**src/sv/rgbansi_fifo.sv**
```systemverilog
// ---------------------------------------------------------------------------
// rgbansi_fifo
// Small register queue with show-ahead read; the head is valid while not empty.
// ---------------------------------------------------------------------------
`timescale 1ns / 1ps
`default_nettype none

module rgbansi_fifo #(
    parameter int WIDTH = 8,
    parameter int DEPTH = 8
) (
    input  wire logic             i_clk,
    input  wire logic             i_rst_n,
    input  wire logic             i_push,
    input  wire logic [WIDTH-1:0] i_data,
    input  wire logic             i_pop,
    output logic      [WIDTH-1:0] o_data,
    output logic                  o_empty
);

    localparam int AW = $clog2(DEPTH);

    logic [WIDTH-1:0] r_mem [DEPTH];
    logic [AW:0]      r_wr;
    logic [AW:0]      r_rd;

    always_ff @(posedge i_clk) begin
        if (!i_rst_n) begin
            r_wr <= '0;
            r_rd <= '0;
        end else begin
            if (i_push) begin
                r_wr <= r_wr + (AW+1)'(1);
            end
            if (i_pop) begin
                r_rd <= r_rd + (AW+1)'(1);
            end
        end
    end

    always_ff @(posedge i_clk) begin
        if (i_push) begin
            r_mem[r_wr[AW-1:0]] <= i_data;
        end
    end

    assign o_data  = r_mem[r_rd[AW-1:0]];
    assign o_empty = (r_wr == r_rd);

endmodule

`default_nettype wire

```
**config.mk**
```make
export PLATFORM = sky130hd
export DESIGN_NAME = rgbansi_fifo
export DESIGN_NICKNAME = d
export VERILOG_FILES = /design/src/sv/rgbansi_fifo.sv
export SDC_FILE = /design/constraint.sdc
export NUM_CORES = 1
export LEC_CHECK = 0
export BUFFER_PORTS_ARGS = -buffer_cell sky130_fd_sc_hd__buf_2
export CAP_MARGIN = 20
export CORE_MARGIN = 3
export CORE_UTILIZATION = 28
export DETAILED_ROUTE_END_ITERATION = 10
export GPL_ROUTABILITY_DRIVEN = 0
export SLEW_MARGIN = 20
export SYNTH_ARGS = -nofsm -noshare
export SYNTH_HDL_FRONTEND = slang
export SYNTH_SLANG_ARGS = --single-unit
```
**constraint.sdc**
```tcl
create_clock -name i_clk -period 1.6 [get_ports i_clk]
set_input_delay 0.16 -clock i_clk [delete_from_list [all_inputs] [get_ports i_clk]]
set_output_delay 0.16 -clock i_clk [all_outputs]
set_load 0.03 [all_outputs]
```
==> results of run 1 <==
-- state kept, by name, indices dropped and copies added, names as in the netlist, named ones only --
register and count:
r_wr 4, r_rd 4, r_mem 64
-- worst paths after layout --
| kind | endpoint | depth (start not counted) | slack (ns) |
|---|---|---|---|
| setup / recovery | o_data[3] | 4 | -0.38 |
| hold / removal | r_mem[0][0]$_DFFE_PP_ | 1 | 0.1 |
| setup reg to reg | r_mem[2][6]$_DFFE_PP_ | 3 | 0.32 |
| hold reg to reg | r_wr[3]$_SDFFE_PN0P_ | 2 | 0.52 |
-- stage by stage --
stage                       util  power, uW  setup slack (ns)  hold slack, ns
after global placement    0.3286       2657          -0.09214          0.4325
final                     0.3574       4381           -0.3811         0.09651
after floorplan                -       2532          0.001345          0.2589
after CTS                 0.3571       4427           -0.4205         0.08357
after global routing      0.3574       4532           -0.4325          0.1051
after detailed placement  0.3286       2664           -0.1285          0.4415
-- Yosys cell counts --
master / number / area share
edfxtp_1: 64 / 0.65
nand2b_1: 3 / 0.0063
and2_1: 6 / 0.013
mux2_2: 8 / 0.030
dfxtp_1: 11 / 0.074
a21boi_0: 1 / 0.0025
mux2i_1: 2 / 0.0067
nor2b_1: 2 / 0.0042
buf_2: 1 / 0.0017
xor2_1: 6 / 0.018
mux4_2: 1 / 0.0076
o21ai_0: 1 / 0.0017
buf_6: 1 / 0.0038
xnor2_1: 3 / 0.0088
mux4_1: 15 / 0.13
nor3_1: 2 / 0.0034
or3_1: 1 / 0.0021
ha_1: 2 / 0.0084
nand4_1: 1 / 0.0021
nand2_1: 4 / 0.0051
buf_12: 1 / 0.0067
nor2_1: 6 / 0.0076
clkbuf_1: 3 / 0.0038
buf_1: 1 / 0.0013
nor4_1: 1 / 0.0021
-- per-layer routing --
layer	global-route usage	vias to the layer above	part of all wire
met1	0.1306	705	0.47
met3	0.02368	10	0.034
li1	-	646	-
met5	0	-	0
met4	0.04599	0	0.020
met2	0.1588	28	0.47
-- cell usage in the layout, fill, tap and decap left out, types with 3 or more instances in the layout --
| cell type | netlist | final |
|---|---|---|
| and2_1 | 6 | 6 |
| buf_2 | 1 | 11 |
| buf_4 | 0 | 10 |
| buf_6 | 1 | 8 |
| bufinv_16 | 0 | 3 |
| clkbuf_8 | 0 | 9 |
| clkinv_1 | 0 | 3 |
| dfxtp_1 | 11 | 9 |
| edfxtp_1 | 64 | 64 |
| mux2_4 | 0 | 8 |
| mux4_2 | 1 | 16 |
| nand2_1 | 4 | 4 |
| nand2b_1 | 3 | 3 |
| nor2_1 | 6 | 6 |
| xnor2_1 | 3 | 3 |
| xor2_1 | 6 | 6 |
-- cell families after synthesis --
kind of cell	share of synthesized area
flops	0.7208
mux	0.1773
simple gates	0.04548
xor+xnor	0.02653
buf+inv	0.01726
compound gates	0.004210
fa+ha+maj	0.008420
-- final cells by class --
cell class	instances	area, um2	share of cell area
clock inverter	7	106.4	0.02963
clock buffer	9	123.9	0.03451
sequential	75	2147	0.5981
timing repair buffer	32	287.8	0.08017
tap	133	166.4	0.04636
multi-input combinational	65	758.2	0.2112
-- what timing repair did --
action,4_1_cts,5_1_grt
resized for setup,43,2
cloned,1,0
setup endpoints to repair,9,9
-- worst register-to-register path: stages, from the launching register on --
cell     delay, ns
dfxtp_1       0.42
nand2_1       0.17
nor3_1        0.17
buf_4         0.22
-- power groups by stage --
stage	logic, uW	registers [uW]	clock network (uW)
detailed placement	415	2250	0
floorplan	296	2240	0
finish	507	2210	1660
CTS	516	2210	1700
global route	547	2220	1770
global placement	410	2250	0
==> metrics.txt, run 1 <==
# TYPE chip_impl_metric gauge
chip_impl_info{name="run_status",value="complete, but fails checks"} 1
chip_impl_info{name="violations",value="setup timing"} 1
chip_impl_metric{name="post-place-cells",unit=""} 304
chip_impl_metric{name="drt-wirelength-per-cell",unit="um"} 16.92
chip_impl_metric{name="number_of_global_route_vias_before_repair",unit=""} 1475
chip_impl_metric{name="seq_area_frac_synth",unit=""} 0.7208
chip_impl_metric{name="fin_area",unit="um2"} 3590
chip_impl_metric{name="finClkSkew",unit="ns"} 0.01139
chip_impl_metric{name="p_sw",unit="uW"} 922.8
chip_impl_metric{name="timing.final.crit_share",unit=""} 1.238
chip_impl_metric{name="clock_tree.htree_level_count",unit=""} 3
chip_impl_metric{name="synth_area",unit="um2"} 2972
chip_impl_info{name="tritoncts",value="done"} 1
chip_impl_metric{name="placementRows",unit=""} 36
chip_impl_metric{name="static-leakage-power",unit="uW"} 0.001231
chip_impl_metric{name="initial_core_utilization",unit=""} 0.2958
chip_impl_info{name="grt_setup_unrepaired",value="yes"} 1
chip_impl_metric{name="fill_cells",unit=""} 936
chip_impl_metric{name="synthCells",unit=""} 147
chip_impl_metric{name="slew_headroom",unit=""} 0.8323
chip_impl_metric{name="power_density",unit="nW/um2"} 1220
chip_impl_metric{name="post_synth_num_cell_types",unit=""} 25
chip_impl_metric{name="clockBufferDepth",unit=""} 2
chip_impl_info{name="timing_worst_setup_path_type",value="flop to output pin"} 1
chip_impl_info{name="worst_r2r_startpoint",value="r_wr[1]$_SDFFE_PN0P_"} 1
chip_impl_metric{name="grt_first_pass_wirelength",unit="mm"} 8.521
chip_impl_metric{name="grt_start_max_net_pins",unit=""} 17
chip_impl_metric{name="dp_hpwl",unit="mm"} 3.244
chip_impl_metric{name="setup-tns-final",unit="ns"} -2.958
chip_impl_metric{name="fp.dieW",unit="um"} 109.0
chip_impl_metric{name="final_non_filler_cells",unit=""} 321
chip_impl_metric{name="worst_path_setup_slack_after_routing",unit="ns"} -0.3811
chip_impl_metric{name="cts.sink_count",unit=""} 75
chip_impl_metric{name="via_per_inst",unit=""} 4.327
chip_impl_info{name="critical_path.startpoint_type",value="flop"} 1
chip_impl_info{name="setup.worst_path.end_class",value="output pin"} 1
chip_impl_metric{name="clkTransAtPathRegs",unit="ns"} 0.08
chip_impl_metric{name="p_comb_frac",unit=""} 0.116
chip_impl_metric{name="critPathMaxStageDelay",unit="ns"} 0.51
chip_impl_metric{name="number_of_endpoints_with_negative_hold_slack_in_the_final_report",unit=""} 0
chip_impl_metric{name="final_layout_size_suffix_gt1_frac",unit=""} 0.3830
chip_impl_metric{name="drt_pre_antenna_iters",unit=""} 4
chip_impl_info{name="worstHoldPathType",value="primary input to flop"} 1
chip_impl_metric{name="power_frac_clock",unit=""} 0.379
chip_impl_metric{name="fp.dieArea",unit="um2"} 11890
chip_impl_metric{name="grt.overflow.total",unit=""} 0
chip_impl_metric{name="placedInstanceArea",unit="um2"} 3301
chip_impl_metric{name="port_buffers",unit=""} 20
chip_impl_metric{name="p_sw_frac",unit=""} 0.2107
chip_impl_info{name="min_from",value="i_data[0]"} 1
chip_impl_metric{name="tightestPinTransition",unit="ns"} 0.2494
chip_impl_metric{name="power.internal",unit="uW"} 3458
chip_impl_metric{name="path_max_fanout",unit=""} 8
chip_impl_metric{name="cp_data_arrival_time",unit="ns"} 1.82
chip_impl_metric{name="cp.buffers_inverters",unit=""} 2
chip_impl_metric{name="final_antenna_net_count",unit=""} 0
chip_impl_metric{name="detail_route.wirelength",unit="mm"} 5.431
chip_impl_metric{name="finalCriticalPeriod",unit="ns"} 1.981
chip_impl_metric{name="number_of_design_rule_violations_left_by_the_first_detailed_router_iteration",unit=""} 55
chip_impl_metric{name="timing.fmax",unit="GHz"} 0.5048
chip_impl_metric{name="num_vias",unit=""} 1389
chip_impl_metric{name="timing.critical_path.required",unit="ns"} 1.44
chip_impl_metric{name="maxSlewViolCount",unit=""} 0
chip_impl_metric{name="synthToLayoutAreaGrowth",unit="%"} 20.80
chip_impl_metric{name="io_pins",unit=""} 21
chip_impl_metric{name="grt_antenna_before_repair",unit=""} 0
chip_impl_metric{name="setup-violations-final",unit=""} 8
chip_impl_metric{name="avgSynthCellArea",unit="um2"} 20.21
chip_impl_metric{name="total_number_of_yosys_warnings",unit=""} 0
chip_impl_info{name="critical_path.cell_chain",value="buf_12 -> mux4_2 -> mux2_4 -> buf_6"} 1
chip_impl_info{name="path_delay_family",value="multiplexers"} 1
chip_impl_metric{name="num_antenna_cells",unit=""} 0
chip_impl_metric{name="irDropWorstVdd",unit="V"} 0.0005792
chip_impl_metric{name="synth_nets",unit=""} 161
chip_impl_metric{name="clock_insertion_delay_at_the_later_pin_of_the_skew_report",unit="ns"} 0.34
chip_impl_metric{name="pwr-share-seq",unit=""} 0.505
chip_impl_metric{name="numCtsBuffers",unit=""} 9
chip_impl_metric{name="dieHeight",unit="um"} 109.0
chip_impl_info{name="slowest_stage",value="mux4_2"} 1
chip_impl_metric{name="core-area",unit="um2"} 10040
chip_impl_metric{name="drt_drc_violations_left",unit=""} 0
chip_impl_info{name="cts.root.buffer_cell",value="clkbuf_8"} 1
chip_impl_metric{name="total_number_of_nets_in_the_final_design",unit=""} 197
chip_impl_metric{name="groute.usage.overall",unit=""} 0.1002
chip_impl_metric{name="postCtsHoldBufs",unit=""} 0
chip_impl_metric{name="postCtsSetupBuffers",unit=""} 0
chip_impl_metric{name="drv_cap",unit=""} 0
chip_impl_metric{name="synth_seq_cells",unit=""} 75
(Power assumes the default switching activity.)
==> inputs of run 2 (changes only) <==
--- a/config.mk
+++ b/config.mk
@@ -5,10 +5,10 @@
 export SDC_FILE = /design/constraint.sdc
 export NUM_CORES = 1
 export LEC_CHECK = 0
-export BUFFER_PORTS_ARGS = -buffer_cell sky130_fd_sc_hd__buf_2
+export BUFFER_PORTS_ARGS = -buffer_cell sky130_fd_sc_hd__buf_4
 export CAP_MARGIN = 20
 export CORE_MARGIN = 3
-export CORE_UTILIZATION = 28
+export CORE_UTILIZATION = 30
 export DETAILED_ROUTE_END_ITERATION = 10
 export GPL_ROUTABILITY_DRIVEN = 0
 export SLEW_MARGIN = 20
==> metrics.txt, run 2 (same netlist as run 1, synthesis figures left out) <==
# TYPE chip_impl_metric gauge
chip_impl_metric{name="timing.critical_path.required",unit="ns"} 1.44
chip_impl_metric{name="static-leakage-power",unit="uW"} 0.001226
chip_impl_info{name="worst_r2r_startpoint",value="r_wr[2]$_SDFFE_PN0P_"} 1
chip_impl_metric{name="num_antenna_cells",unit=""} 0
chip_impl_info{name="setup.worst_path.end_class",value="output pin"} 1
chip_impl_metric{name="finalCriticalPeriod",unit="ns"} 1.990
chip_impl_metric{name="clkTransAtPathRegs",unit="ns"} 0.09
chip_impl_metric{name="initial_core_utilization",unit=""} 0.3156
chip_impl_metric{name="report.power.total",unit="uW"} 4170
chip_impl_info{name="grt_setup_unrepaired",value="yes"} 1
chip_impl_metric{name="cp_data_arrival_time",unit="ns"} 1.83
chip_impl_metric{name="number_of_endpoints_with_negative_hold_slack_in_the_final_report",unit=""} 0
chip_impl_metric{name="maxSlewViolCount",unit=""} 0
chip_impl_metric{name="fill_cells",unit=""} 876
chip_impl_metric{name="drt_drc_violations_left",unit=""} 0
chip_impl_metric{name="largest_reg_flops",unit=""} 64
chip_impl_metric{name="number_of_design_rule_violations_left_by_the_first_detailed_router_iteration",unit=""} 73
chip_impl_info{name="worstHoldPathType",value="primary input to flop"} 1
chip_impl_metric{name="finClkSkew",unit="ns"} 0.009655
chip_impl_metric{name="area_occupied_by_multi_input_gates",unit="um2"} 758.2
chip_impl_metric{name="irDropWorstVdd",unit="V"} 0.0004484
chip_impl_metric{name="fp.dieW",unit="um"} 105.5
chip_impl_metric{name="synthToLayoutAreaGrowth",unit="%"} 20.51
chip_impl_info{name="timing_worst_setup_path_type",value="flop to output pin"} 1
chip_impl_info{name="run_status",value="complete, but fails checks"} 1
chip_impl_metric{name="grt_start_max_net_pins",unit=""} 17
chip_impl_metric{name="pre_cts_ws",unit="ns"} -0.1223
chip_impl_metric{name="grt.overflow.total",unit=""} 0
chip_impl_metric{name="postCtsHoldBufs",unit=""} 0
chip_impl_metric{name="final_layout_size_suffix_gt1_frac",unit=""} 0.3989
chip_impl_metric{name="io_pins",unit=""} 21
chip_impl_metric{name="power_density",unit="nW/um2"} 1164
chip_impl_metric{name="core-area",unit="um2"} 9415
chip_impl_metric{name="via_per_inst",unit=""} 4.338
chip_impl_metric{name="groute.usage.overall",unit=""} 0.1053
chip_impl_info{name="mostFrequentLayoutCell",value="edfxtp_1"} 1
chip_impl_metric{name="drv_cap",unit=""} 0
chip_impl_info{name="cts.root.buffer_cell",value="clkbuf_8"} 1
chip_impl_metric{name="dieHeight",unit="um"} 105.5
chip_impl_metric{name="total_number_of_nets_in_the_final_design",unit=""} 197
chip_impl_metric{name="holdWs",unit="ns"} 0.04429
chip_impl_metric{name="placementRows",unit=""} 35
chip_impl_metric{name="detail_route.wirelength",unit="mm"} 5.484
chip_impl_info{name="tritoncts",value="done"} 1
chip_impl_metric{name="clock_tree.htree_level_count",unit=""} 3
chip_impl_metric{name="slew_headroom",unit=""} 0.8207
chip_impl_metric{name="rr_worst_depth",unit=""} 3
chip_impl_metric{name="worst_path_setup_slack_after_routing",unit="ns"} -0.3898
chip_impl_metric{name="setup-violations-final",unit=""} 8
chip_impl_metric{name="num_vias",unit=""} 1375
chip_impl_metric{name="clockBufferDepth",unit=""} 2
chip_impl_metric{name="port_buffers",unit=""} 20
chip_impl_metric{name="cts.sink_count",unit=""} 75
chip_impl_metric{name="setup-tns-final",unit="ns"} -3.008
chip_impl_info{name="violations",value="setup timing"} 1
chip_impl_metric{name="numCtsBuffers",unit=""} 9
chip_impl_metric{name="dp_hpwl",unit="mm"} 3.041
chip_impl_metric{name="setup.reg_to_reg.worst_slack",unit="ns"} 0.31
chip_impl_metric{name="clock_insertion_delay_at_the_later_pin_of_the_skew_report",unit="ns"} 0.35
chip_impl_info{name="regToRegEndpoint",value="r_mem[5][2]$_DFFE_PP_"} 1
chip_impl_info{name="commonest_cells_after_routing_fill_and_taps_aside",value="edfxtp_1 (64), buf_4 (21), mux4_2 (16)"} 1
chip_impl_metric{name="grt_first_pass_wirelength",unit="mm"} 8.480
chip_impl_metric{name="final-seq-area",unit="um2"} 2148
chip_impl_metric{name="fp.dieArea",unit="um2"} 11140
chip_impl_info{name="timing.critical_path.to",value="o_data[6]"} 1
chip_impl_metric{name="drt-wirelength-per-cell",unit="um"} 17.30
chip_impl_metric{name="final_antenna_net_count",unit=""} 0
chip_impl_metric{name="number_of_global_route_vias_before_repair",unit=""} 1516
chip_impl_metric{name="grt_antenna_before_repair",unit=""} 0
chip_impl_metric{name="path_max_fanout",unit=""} 8
chip_impl_metric{name="timing.fmax",unit="GHz"} 0.5026
chip_impl_metric{name="timing.final.crit_share",unit=""} 1.244
chip_impl_metric{name="drt_pre_antenna_iters",unit=""} 4
chip_impl_info{name="critical_path.startpoint_type",value="flop"} 1
chip_impl_metric{name="postCtsSetupBuffers",unit=""} 0
chip_impl_metric{name="tightestPinTransition",unit="ns"} 0.2685
run 2: cell count changes in the layout (fill, tap and decap cells not counted):
cell,before,now
inv_6,0,2
bufinv_16,3,1
clkinv_4,0,2
buf_2,11,0
buf_4,10,21
clkinv_1,3,1
dfxtp_1,9,8
dfxtp_2,1,2
run 2: final cells by class:
class / instances / share of cell area
Clock buffer: 9 / 0.03459
Tap cell: 129 / 0.04507
Multi-Input combinational cell: 65 / 0.2117
Sequential cell: 75 / 0.5999
Clock inverter: 7 / 0.02061
Timing Repair Buffer: 32 / 0.08805
run 2: report_power, final:
group / total, uW / switching, uW / internal, uW
clock network: 1440 / 713 / 728
logic: 517 / 247 / 271
registers: 2210 / 34.0 / 2180
total: 4170 / 993 / 3180
run 2: critical path, stage by stage (launching register included):
cell and delay [ns]:
dfxtp_4 0.40, buf_12 0.15, mux4_2 0.50, mux2_4 0.29, buf_6 0.14
run 2: worst min path at each step:
| stage | startpoint | endpoint | slack, ns | cells past startpoint |
|---|---|---|---|---|
| 2_1_floorplan | i_data[0] | r_mem[0][0]$_DFFE_PP_ | 0.26 | 0 |
| 3_3_place_gp | i_data[4] | r_mem[3][4]$_DFFE_PP_ | 0.39 | 1 |
| 3_5_place_dp | i_data[4] | r_mem[7][4]$_DFFE_PP_ | 0.40 | 1 |
| 4_1_cts | i_data[4] | r_mem[4][4]$_DFFE_PP_ | 0.03 | 1 |
| 5_1_grt | i_data[2] | r_mem[6][2]$_DFFE_PP_ | 0.03 | 1 |
| 6_report | i_data[1] | r_mem[1][1]$_DFFE_PP_ | 0.04 | 1 |
run 2: timing repair:
| action | 4_1_cts | 5_1_grt |
|---|---|---|
| setup endpoints to repair | 9 | 9 |
| resized for setup | 35 | 1 |
| gates cloned | 1 | 0 |
run 2: stage by stage:
stage,cells,utilization,instance area (um2)
4_1_cts,317,0.3802,3580
5_1_grt,317,0.3803,3581
3_3_place_gp,300,0.3553,3346
3_5_place_dp,300,0.3553,3346
6_report,317,0.3803,3581
2_1_floorplan,147,-,2978
run 2: layer usage:
metal	vias to the layer above	global-route usage	wire length (um)
met5	-	0	0
met4	0	0.04995	63
met3	8	0.03062	227
met2	24	0.1621	2593
met1	695	0.1370	2599
li1	648	-	-
